$ cat config.mk
export PLATFORM = sky130hd
export DESIGN_NAME = arp_cache_table
export DESIGN_NICKNAME = d
export VERILOG_FILES = /design/src/rtl/arp_pkg.sv /design/src/rtl/arp_ctrl.sv /design/src/rtl/arp_dpath.sv /design/src/rtl/arp_cache_table.sv
export SDC_FILE = /design/constraint.sdc
export NUM_CORES = 2
export LEC_CHECK = 0
export BUFFER_PORTS_ARGS = -buffer_cell sky130_fd_sc_hd__buf_4
export CAP_MARGIN = 10
export CORE_MARGIN = 5
export CORE_UTILIZATION = 40
export DETAILED_ROUTE_END_ITERATION = 6
export GPL_ROUTABILITY_DRIVEN = 0
export GPL_TIMING_DRIVEN = 0
export PLACE_DENSITY = 0.57
export SLEW_MARGIN = 20
export SYNTH_ARGS = -nofsm -noshare
export SYNTH_HDL_FRONTEND = slang
export SYNTH_SLANG_ARGS = --single-unit
$ cat constraint.sdc
create_clock -name clk -period 7.7 [get_ports clk]
set_clock_uncertainty 0.2 [all_clocks]
set_input_delay 1.155 -clock clk [delete_from_list [all_inputs] [get_ports clk]]
set_output_delay 1.155 -clock clk [all_outputs]
set_load 0.01 [all_outputs]
$ cat src/rtl/arp_pkg.sv
// ----------------------------------------------------------------------------
// arp_pkg
// Types and constants shared by the address cache controller, datapath
// and top level.
// ----------------------------------------------------------------------------
`default_nettype none

package arp_pkg;

    localparam int IP_W        = 32;
    localparam int MAC_W       = 48;
    localparam int EXP_W       = 16;
    localparam int REQ_W       = 2;
    localparam int CODE_W      = 3;
    localparam int IN_TDATA_W  = 2 * IP_W + MAC_W;
    localparam int OUT_TDATA_W = MAC_W;
    localparam int CFG_INDEX_W = 2;
    localparam int CFG_DATA_W  = 32;

    // request kinds
    localparam logic [REQ_W-1:0] REQ_LOOKUP = 2'd0;
    localparam logic [REQ_W-1:0] REQ_MERGE  = 2'd1;
    localparam logic [REQ_W-1:0] REQ_REPLY  = 2'd2;

    // configuration register indexes
    localparam logic [CFG_INDEX_W-1:0] CFG_OWN_IP    = 2'd0;
    localparam logic [CFG_INDEX_W-1:0] CFG_EXP_REPLY = 2'd1;
    localparam logic [CFG_INDEX_W-1:0] CFG_EXP_MERGE = 2'd2;

    typedef enum logic [CODE_W-1:0] {
        RC_HIT      = 3'd0,
        RC_MISS     = 3'd1,
        RC_INSERTED = 3'd2,
        RC_FULL     = 3'd3,
        RC_IGNORED  = 3'd4
    } result_code_t;

    typedef enum logic [1:0] {
        ST_IDLE,
        ST_DECODE,
        ST_SCAN,
        ST_FINISH
    } ctrl_state_t;

    typedef struct packed {
        logic [IP_W-1:0]  own_ip;
        logic [EXP_W-1:0] expire_on_reply;
        logic [EXP_W-1:0] expire_on_merge;
    } cfg_t;

    typedef struct packed {
        logic         load;
        logic         step;
        logic         refresh;
        logic         insert;
        logic         set_result;
        result_code_t result_code;
    } cmd_t;

    typedef struct packed {
        logic ignore;
        logic match;
        logic last;
        logic hit_found;
        logic free_found;
        logic is_lookup;
        logic out_busy;
    } status_t;

endpackage

`default_nettype wire

$ cat src/rtl/arp_ctrl.sv
// ----------------------------------------------------------------------------
// arp_ctrl
// Sequencer for the address cache: accepts an item, walks the slot search
// and picks the update and result code once it ends; ignored items skip it.
// ----------------------------------------------------------------------------
`default_nettype none

module arp_ctrl
(
    input  wire logic             clk,
    input  wire logic             rst_n,
    input  wire logic             in_valid,
    output logic                  in_ready,
    input  wire arp_pkg::status_t status,
    output arp_pkg::cmd_t         cmd
);

    arp_pkg::ctrl_state_t state_reg;
    arp_pkg::ctrl_state_t state_next;

    always_ff @(posedge clk or negedge rst_n)
    begin
        if (!rst_n)
        begin
            state_reg <= arp_pkg::ST_IDLE;
        end
        else
        begin
            state_reg <= state_next;
        end
    end

    always_comb
    begin
        state_next = state_reg;
        case (state_reg)
            arp_pkg::ST_IDLE:
            begin
                if (in_valid)
                begin
                    state_next = arp_pkg::ST_DECODE;
                end
            end
            arp_pkg::ST_DECODE:
            begin
                if (!status.ignore)
                begin
                    state_next = arp_pkg::ST_SCAN;
                end
                else if (!status.out_busy)
                begin
                    state_next = arp_pkg::ST_IDLE;
                end
            end
            arp_pkg::ST_SCAN:
            begin
                if (status.match || status.last)
                begin
                    state_next = arp_pkg::ST_FINISH;
                end
            end
            arp_pkg::ST_FINISH:
            begin
                if (!status.out_busy)
                begin
                    state_next = arp_pkg::ST_IDLE;
                end
            end
            default:
            begin
                state_next = arp_pkg::ST_IDLE;
            end
        endcase
    end

    always_comb
    begin
        in_ready        = 1'b0;
        cmd             = '0;
        cmd.result_code = arp_pkg::RC_IGNORED;
        case (state_reg)
            arp_pkg::ST_IDLE:
            begin
                in_ready = 1'b1;
                cmd.load = in_valid;
            end
            arp_pkg::ST_DECODE:
            begin
                if (status.ignore && !status.out_busy)
                begin
                    cmd.set_result  = 1'b1;
                    cmd.result_code = arp_pkg::RC_IGNORED;
                end
            end
            arp_pkg::ST_SCAN:
            begin
                cmd.step = 1'b1;
            end
            arp_pkg::ST_FINISH:
            begin
                if (!status.out_busy)
                begin
                    cmd.set_result = 1'b1;
                    if (status.is_lookup)
                    begin
                        cmd.result_code = status.hit_found ? arp_pkg::RC_HIT
                                                           : arp_pkg::RC_MISS;
                    end
                    else if (status.hit_found)
                    begin
                        cmd.refresh     = 1'b1;
                        cmd.result_code = arp_pkg::RC_HIT;
                    end
                    else if (status.free_found)
                    begin
                        cmd.insert      = 1'b1;
                        cmd.result_code = arp_pkg::RC_INSERTED;
                    end
                    else
                    begin
                        cmd.result_code = arp_pkg::RC_FULL;
                    end
                end
            end
            default:
            begin
                in_ready = 1'b0;
            end
        endcase
    end

endmodule

`default_nettype wire

$ cat src/rtl/arp_dpath.sv
// ----------------------------------------------------------------------------
// arp_dpath
// Slot storage, request registers, sequential slot search and the
// registered result stage of the address cache.
// ----------------------------------------------------------------------------
`default_nettype none

module arp_dpath
#(
    parameter int ENTRIES = 16
)
(
    input  wire logic                               clk,
    input  wire logic                               rst_n,
    input  wire arp_pkg::cfg_t                      cfg,
    input  wire logic [arp_pkg::IN_TDATA_W-1:0]     in_tdata,
    input  wire logic [arp_pkg::REQ_W-1:0]          in_tuser,
    input  wire arp_pkg::cmd_t                      cmd,
    output arp_pkg::status_t                        status,
    input  wire logic                               out_ready,
    output logic                                    out_valid,
    output logic [arp_pkg::OUT_TDATA_W-1:0]         out_tdata,
    output logic [arp_pkg::CODE_W-1:0]              out_tuser
);

    localparam int IDXW = (ENTRIES > 1) ? $clog2(ENTRIES) : 1;
    localparam logic [IDXW-1:0] LAST_IDX = IDXW'(ENTRIES - 1);

    // slot storage
    logic [ENTRIES-1:0]            valid_reg;
    logic [ENTRIES-1:0]            valid_next;
    logic [arp_pkg::IP_W-1:0]      ip_mem  [ENTRIES];
    logic [arp_pkg::MAC_W-1:0]     mac_mem [ENTRIES];
    logic [arp_pkg::EXP_W-1:0]     exp_mem [ENTRIES];

    // request held for the whole search
    logic [arp_pkg::REQ_W-1:0]     req_type_reg;
    logic [arp_pkg::IP_W-1:0]      req_ip_reg;
    logic [arp_pkg::MAC_W-1:0]     req_mac_reg;
    logic [arp_pkg::IP_W-1:0]      req_target_reg;

    // search control
    logic [IDXW-1:0]               issue_idx_reg;
    logic [IDXW-1:0]               issue_idx_next;
    logic                          issue_done_reg;
    logic                          issue_done_next;
    logic                          rd_vld_reg;
    logic                          rd_vld_next;
    logic [IDXW-1:0]               rd_idx_reg;
    logic                          hit_found_reg;
    logic                          hit_found_next;
    logic                          free_found_reg;
    logic                          free_found_next;
    logic                          out_valid_reg;
    logic                          out_valid_next;

    // search payload
    logic [arp_pkg::IP_W-1:0]      ip_rd_reg;
    logic [arp_pkg::MAC_W-1:0]     mac_rd_reg;
    logic [arp_pkg::EXP_W-1:0]     exp_rd_reg;
    logic [IDXW-1:0]               hit_idx_reg;
    logic [arp_pkg::MAC_W-1:0]     hit_mac_reg;
    logic [arp_pkg::EXP_W-1:0]     hit_exp_reg;
    logic [IDXW-1:0]               free_idx_reg;
    logic [arp_pkg::CODE_W-1:0]    out_code_reg;
    logic [arp_pkg::MAC_W-1:0]     out_mac_reg;

    logic                          rd_en;
    logic                          match;
    logic                          capture_hit;
    logic                          capture_free;
    logic                          exp_wr_en;
    logic [IDXW-1:0]               exp_wr_addr;
    logic [arp_pkg::EXP_W-1:0]     timeout;

    assign rd_en   = cmd.step && !issue_done_reg;
    assign match   = rd_vld_reg && valid_reg[rd_idx_reg] && (ip_rd_reg == req_ip_reg);
    assign timeout = (req_type_reg == arp_pkg::REQ_MERGE) ? cfg.expire_on_merge
                                                          : cfg.expire_on_reply;

    assign capture_hit  = cmd.step && match;
    assign capture_free = cmd.step && rd_vld_reg && !valid_reg[rd_idx_reg]
                          && !free_found_reg;

    // a refresh only ever raises the expire value
    assign exp_wr_en   = cmd.insert || (cmd.refresh && (hit_exp_reg < timeout));
    assign exp_wr_addr = cmd.insert ? free_idx_reg : hit_idx_reg;

    always_comb
    begin
        status.match      = match;
        status.last       = rd_vld_reg && (rd_idx_reg == LAST_IDX);
        status.hit_found  = hit_found_reg;
        status.free_found = free_found_reg;
        status.is_lookup  = (req_type_reg == arp_pkg::REQ_LOOKUP);
        status.out_busy   = out_valid_reg && !out_ready;
        case (req_type_reg) inside
            arp_pkg::REQ_LOOKUP, arp_pkg::REQ_MERGE: status.ignore = 1'b0;
            arp_pkg::REQ_REPLY: status.ignore = (req_target_reg != cfg.own_ip);
            default:            status.ignore = 1'b1;
        endcase
    end

    always_comb
    begin
        valid_next      = valid_reg;
        issue_idx_next  = issue_idx_reg;
        issue_done_next = issue_done_reg;
        rd_vld_next     = 1'b0;
        hit_found_next  = hit_found_reg;
        free_found_next = free_found_reg;
        out_valid_next  = out_valid_reg;

        if (cmd.insert)
        begin
            valid_next[free_idx_reg] = 1'b1;
        end

        if (cmd.load)
        begin
            issue_idx_next  = '0;
            issue_done_next = 1'b0;
            hit_found_next  = 1'b0;
            free_found_next = 1'b0;
        end
        else if (rd_en)
        begin
            rd_vld_next = 1'b1;
            if (issue_idx_reg == LAST_IDX)
            begin
                issue_done_next = 1'b1;
            end
            else
            begin
                issue_idx_next = issue_idx_reg + IDXW'(1);
            end
        end

        if (capture_hit)
        begin
            hit_found_next = 1'b1;
        end
        if (capture_free)
        begin
            free_found_next = 1'b1;
        end

        if (cmd.set_result)
        begin
            out_valid_next = 1'b1;
        end
        else if (out_valid_reg && out_ready)
        begin
            out_valid_next = 1'b0;
        end
    end

    always_ff @(posedge clk or negedge rst_n)
    begin
        if (!rst_n)
        begin
            valid_reg      <= '0;
            issue_idx_reg  <= '0;
            issue_done_reg <= 1'b1;
            rd_vld_reg     <= 1'b0;
            hit_found_reg  <= 1'b0;
            free_found_reg <= 1'b0;
            out_valid_reg  <= 1'b0;
        end
        else
        begin
            valid_reg      <= valid_next;
            issue_idx_reg  <= issue_idx_next;
            issue_done_reg <= issue_done_next;
            rd_vld_reg     <= rd_vld_next;
            hit_found_reg  <= hit_found_next;
            free_found_reg <= free_found_next;
            out_valid_reg  <= out_valid_next;
        end
    end

    always_ff @(posedge clk)
    begin
        if (cmd.load)
        begin
            req_type_reg   <= in_tuser;
            req_ip_reg     <= in_tdata[arp_pkg::IP_W-1:0];
            req_mac_reg    <= in_tdata[arp_pkg::IP_W +: arp_pkg::MAC_W];
            req_target_reg <= in_tdata[arp_pkg::IP_W + arp_pkg::MAC_W +: arp_pkg::IP_W];
        end
        if (rd_en)
        begin
            rd_idx_reg <= issue_idx_reg;
        end
        if (capture_hit)
        begin
            hit_idx_reg <= rd_idx_reg;
            hit_mac_reg <= mac_rd_reg;
            hit_exp_reg <= exp_rd_reg;
        end
        if (capture_free)
        begin
            free_idx_reg <= rd_idx_reg;
        end
        if (cmd.set_result)
        begin
            out_code_reg <= cmd.result_code;
            out_mac_reg  <= (status.is_lookup && cmd.result_code == arp_pkg::RC_HIT)
                            ? hit_mac_reg : '0;
        end
    end

    always_ff @(posedge clk)
    begin
        if (cmd.insert)
        begin
            ip_mem[free_idx_reg] <= req_ip_reg;
        end
        if (rd_en)
        begin
            ip_rd_reg <= ip_mem[issue_idx_reg];
        end
    end

    always_ff @(posedge clk)
    begin
        if (cmd.insert)
        begin
            mac_mem[free_idx_reg] <= req_mac_reg;
        end
        if (rd_en)
        begin
            mac_rd_reg <= mac_mem[issue_idx_reg];
        end
    end

    always_ff @(posedge clk)
    begin
        if (exp_wr_en)
        begin
            exp_mem[exp_wr_addr] <= timeout;
        end
        if (rd_en)
        begin
            exp_rd_reg <= exp_mem[issue_idx_reg];
        end
    end

    assign out_valid = out_valid_reg;
    assign out_tdata = out_mac_reg;
    assign out_tuser = out_code_reg;

endmodule

`default_nettype wire

$ cat src/rtl/arp_cache_table.sv
// ----------------------------------------------------------------------------
// arp_cache_table
// IPv4 to MAC address cache with lookup, merge and learning from replies.
// ----------------------------------------------------------------------------
// usage
//   s_axis carries one request item: tuser is the request kind, tdata the
//   ip, mac and target ip. m_axis returns one result item per request:
//   tuser is the result code, tdata the mac found on a lookup hit.
//   cfg writes the own ip and the two expire values; the user must make
//   them only while idle, as the block does not enforce it.
// search
//   the slot store is searched one slot per cycle through registered-read
//   memories up to the first match or the last slot; the result is then
//   registered for m_axis, and the next item is taken only back in idle.
//   A request that is ignored skips the search and has its result
//   registered from the decode step.
// reset
//   all slots are marked free at once; no clearing pass is needed.
// stalls
//   a finished result waits in the output register while the next item is
//   accepted and searched; only a second result waits for the first to go.
// ----------------------------------------------------------------------------
`default_nettype none

module arp_cache_table
#(
    parameter int ENTRIES = 16
)
(
    input  wire logic                                 clk,
    input  wire logic                                 rst_n,

    input  wire logic                                 s_axis_tvalid,
    output logic                                      s_axis_tready,
    // ip_address [31:0], mac_address [79:32], target_ip_address [111:80]
    input  wire logic [arp_pkg::IN_TDATA_W-1:0]       s_axis_tdata,
    // req_type [1:0]
    input  wire logic [arp_pkg::REQ_W-1:0]            s_axis_tuser,

    output logic                                      m_axis_tvalid,
    input  wire logic                                 m_axis_tready,
    // found_mac_address [47:0]
    output logic [arp_pkg::OUT_TDATA_W-1:0]           m_axis_tdata,
    // result_code [2:0]
    output logic [arp_pkg::CODE_W-1:0]                m_axis_tuser,

    input  wire logic                                 cfg_valid,
    output logic                                      cfg_ready,
    input  wire logic [arp_pkg::CFG_INDEX_W-1:0]      cfg_index,
    input  wire logic [arp_pkg::CFG_DATA_W-1:0]       cfg_data
);

    arp_pkg::cfg_t    cfg_reg;
    arp_pkg::cfg_t    cfg_next;
    arp_pkg::cmd_t    cmd;
    arp_pkg::status_t status;

    assign cfg_ready = 1'b1;

    always_comb
    begin
        cfg_next = cfg_reg;
        if (cfg_valid)
        begin
            case (cfg_index)
                arp_pkg::CFG_OWN_IP:
                    cfg_next.own_ip = cfg_data[arp_pkg::IP_W-1:0];
                arp_pkg::CFG_EXP_REPLY:
                    cfg_next.expire_on_reply = cfg_data[arp_pkg::EXP_W-1:0];
                arp_pkg::CFG_EXP_MERGE:
                    cfg_next.expire_on_merge = cfg_data[arp_pkg::EXP_W-1:0];
                default:
                    cfg_next = cfg_reg;
            endcase
        end
    end

    always_ff @(posedge clk or negedge rst_n)
    begin
        if (!rst_n)
        begin
            cfg_reg <= '0;
        end
        else
        begin
            cfg_reg <= cfg_next;
        end
    end

    arp_ctrl u_ctrl
    (
        .clk      (clk),
        .rst_n    (rst_n),
        .in_valid (s_axis_tvalid),
        .in_ready (s_axis_tready),
        .status   (status),
        .cmd      (cmd)
    );

    arp_dpath #(
        .ENTRIES (ENTRIES)
    ) u_dpath
    (
        .clk       (clk),
        .rst_n     (rst_n),
        .cfg       (cfg_reg),
        .in_tdata  (s_axis_tdata),
        .in_tuser  (s_axis_tuser),
        .cmd       (cmd),
        .status    (status),
        .out_ready (m_axis_tready),
        .out_valid (m_axis_tvalid),
        .out_tdata (m_axis_tdata),
        .out_tuser (m_axis_tuser)
    );

    // one item at a time: busy straight after an acceptance
    assert property (@(posedge clk) disable iff (!rst_n)
        s_axis_tvalid && s_axis_tready |=> !s_axis_tready)
        else $error("item accepted while previous one still in search");

    // a pending result is never overwritten
    assert property (@(posedge clk) disable iff (!rst_n)
        cmd.set_result |-> !(m_axis_tvalid && !m_axis_tready))
        else $error("result loaded over a stalled result");

    // a new slot is only claimed when the address is absent and a slot is free
    assert property (@(posedge clk) disable iff (!rst_n)
        cmd.insert |-> status.free_found && !status.hit_found)
        else $error("insert without a free slot or with a matching slot");

    // only a lookup hit carries a mac address
    assert property (@(posedge clk) disable iff (!rst_n)
        m_axis_tvalid && (m_axis_tuser != arp_pkg::RC_HIT) |-> m_axis_tdata == '0)
        else $error("non-zero mac on a result other than a hit");

endmodule

`default_nettype wire

==> results.md <==
* Status: completed
* Vias in the first global route at slightly below 30000
* Largest register FFs at about 770
* Clock transition at path regs at 60 ps
* Initial Utilization at 40.29%
* Global-route wire length before repair at approximately 210 mm
* Die ar. at ~0.16 mm²
* Worst setup endpoint: u_dpath.hit_mac_reg[24]
* CP Data Arrival Time at between 4000 and 5000 ps
* Placed wire-length estimate at 97.01 mm
* Gr ovfl total at 0
* Cell Area, Synth at 0.06042 mm²
* Worst EP required at 7990 ps
* Post-route ant nets at 0
* R2r setup slk at ~3400 ps
* Layout Nets at 3068
* Height of the die at between 300 and 400 µm
* TritonCTS Buffers at 168
* Routed wl met3 at around 11 mm
* Highest Signal Layer: met5
* Placed instance count at 4760
* Post-CTS Setup Inserts at 0
* Synth unique cells at 39
* Post-CTS resize count at 0
* 1st-pass router iterations at 5
* Sequential-to-total area share from yosys stat at 81.03%
* Layout area overhead at 20.32%
* YS warnings at 0
* Post-synth net total at 2567
* H-tree level count at 4
* Max Clk Rate at 0.2324 GHz
* Post-CTS Hold Buffers at 0
* Metal2 WL at 73.85 mm
* Final WL at 149.1 mm
* Hold slack at 205.7 ps
* R2r endpoint: u_dpath.hit_mac_reg[24]
* Pre-CTS WS at 3203 ps
* Slew HR at 26.76%
* CP endpoint kind: flop
* Drt via density at approximately 5.4
* Clk sinks at 1640
* Biggest register: u_dpath.mac_mem
* Largest net degree at the start of global routing at 60
* Top Registers: u_dpath.mac_mem (768), u_dpath.ip_mem (512)
* Largest area contributor in the netlist: edfxtp_1
* R2R Path Start: u_dpath.req_ip_reg[30]
* CP max FO at 17
* Worst-Skew Late Latency at roughly 800 ps
* Share of layout cells above drive strength 1 at 35.13%
* Post-synth top area share at 78.58%
* Final setup vio count at 0
* Residual DRC at 0
* Worst-Margin Slew at between 1000 and 1500 ps
* Clock Tree Root: clkbuf_16
* Die W at 398.6 µm
* Core Region at 0.1500 mm²
* I/O pin count at approximately 210
* R2R depth at 7
* Hold Path Class: flop to flop
* Number of DRC markers in iteration 0 at between 2000 and 3000
* Top cells by area, synth: edfxtp_1 (79%), mux4_2 (15%), dfrtp_1 (2.4%)
* Lkg Pwr at 23.04 nW
* Initial antenna violation count at 4
* Fin cells at 5073
* Clock Tree Buf Depth at 3
* Setup ws final at 3396 ps
* Worst vdd ir at 0.2362 mV
* TritonCTS clock tree: yes
* Critical path startpoint category: flop
* Sum Neg Setup Slack at 0 ps
* Final period util at between 50% and 60%
* Port Buffer Count at between 200 and 250
* Unrepaired setup endpoints after global routing: false
* Syn avg cell area at around 25 µm²
* Pwr Density at about 320 mW/mm²
* GRT Total Usage at approximately a fifth
* DR WL/cell at 29.39 µm
* DR vias at 27362
* Final min period at approximately 4300 ps
* Met1 Wirelength at between 60 and 70 mm
* Final hold viol count at 0
* # rows at 142
* Critical Path Start: u_dpath.req_ip_reg[30]
* CP Class: flop to flop
* Max-Cap Viols at 0
* Synth Instances at 2413
* #FFs+latches synth at 1640
* Slew Limit Fails at 0
[placed cells by master (no fill, tap or decap), types with 4 or more instances in the layout]
cell,count
edfxtp_1,1581
mux4_2,401
buf_4,206
clkbuf_16,169
clkbuf_1,96
dfrtp_1,58
buf_16,58
and2_1,49
buf_2,40
clkinv_1,40
xor2_1,35
xnor2_1,32
mux2_2,32
buf_12,32
clkinv_2,31
buf_8,29
nor2_4,16
nor2_1,11
nand2_1,10
nand4_1,10
nor4_1,9
bufinv_16,9
or2_2,8
clkinv_8,8
buf_6,7
o21ai_0,6
o21bai_1,6
nand2b_1,5
nand3_1,5
inv_6,5
nor3_4,4
mux4_1,4
clkbuf_8,4
[layout make-up]
class                      count  area (µm²)
clock buffer                 210        4423
fill                       12007       77260
tap                         2016        2522
sequential                  1640       48950
antenna                        3       7.507
timing repair buffer         331        4290
inverter                       3       11.26
multi-input combinational    666       11180
clock inverter               100       853.3
buffer                       104       447.9
[worst min path at each step]
stage	start	endpoint	depth (start not counted)
6_report	u_dpath.mac_rd_reg[30]	u_dpath.hit_mac_reg[30]	0
5_1_grt	u_dpath.mac_rd_reg[20]	u_dpath.hit_mac_reg[20]	0
3_5_place_dp	u_dpath.mac_rd_reg[20]	u_dpath.hit_mac_reg[20]	0
3_3_place_gp	u_dpath.mac_rd_reg[27]	u_dpath.hit_mac_reg[27]	0
4_1_cts	rst_n	cfg_reg[53]	1
2_1_floorplan	u_dpath.mac_rd_reg[0]	u_dpath.hit_mac_reg[0]	0
[through the flow]
stage	util [%]	total power, mW	instance area, µm²
after global placement	43.01	15.36	64500
after CTS	48.47	23.30	72680
after global routing	48.47	23.92	72690
after detailed placement	44.95	15.53	67400
after floorplan	-	13.81	60440
final	48.47	23.02	72690
[cells by family after synthesis]
logic type	synth area share, %
simple gates	1.290
xor+xnor	0.9713
other cells	0.006207
fa+ha+maj	0.02071
flops	81.03
buf+inv	0.7435
mux	15.74
compound gates	0.2050
[worst max-delay path: stages (launching register included)]
cell	delay [ps]
edfxtp_1	600
xnor2_1	610
nand4_1	240
nor4_1	720
nand4_1	470
nor2_4	720
buf_16	250
buf_16	170
[routing by layer]
layer | vias up | track usage (%)
met5 | - | 0
met4 | 4 | 4.706
met1 | 14800 | 25.90
met2 | 1069 | 31.08
met3 | 184 | 4.308
li1 | 11305 | -
[synthesized netlist by cell type]
master	n
a21oi_1	2
a22o_1	1
a31oi_1	1
and2_1	49
and3_1	1
and3_2	1
buf_1	8
buf_2	34
buf_4	1
clkbuf_1	60
clkbuf_2	1
conb_1	1
dfrtp_1	58
dfstp_2	1
edfxtp_1	1581
ha_1	1
inv_1	3
mux2_2	32
mux2i_1	1
mux4_1	4
mux4_2	401
nand2_1	10
nand2b_1	5
nand3_1	5
nand3b_1	1
nand4_1	10
nor2_1	28
nor3_1	7
nor3b_1	2
nor4_1	9
nor4b_2	1
o21ai_0	6
o21bai_1	6
o311ai_0	1
o31ai_1	2
or2_2	8
or3_1	3
xnor2_1	32
xor2_1	35
[report_power, final]
part | switching, mW | leakage [nW] | internal (mW)
clock | 3.35 | 2.58 | 4.40
combinational | 2.13 | 5.42 | 1.96
sequential | 0.475 | 15.0 | 10.7
total | 5.96 | 23.0 | 17.1
No activity file was read; power rests on OpenSTA's default activity.
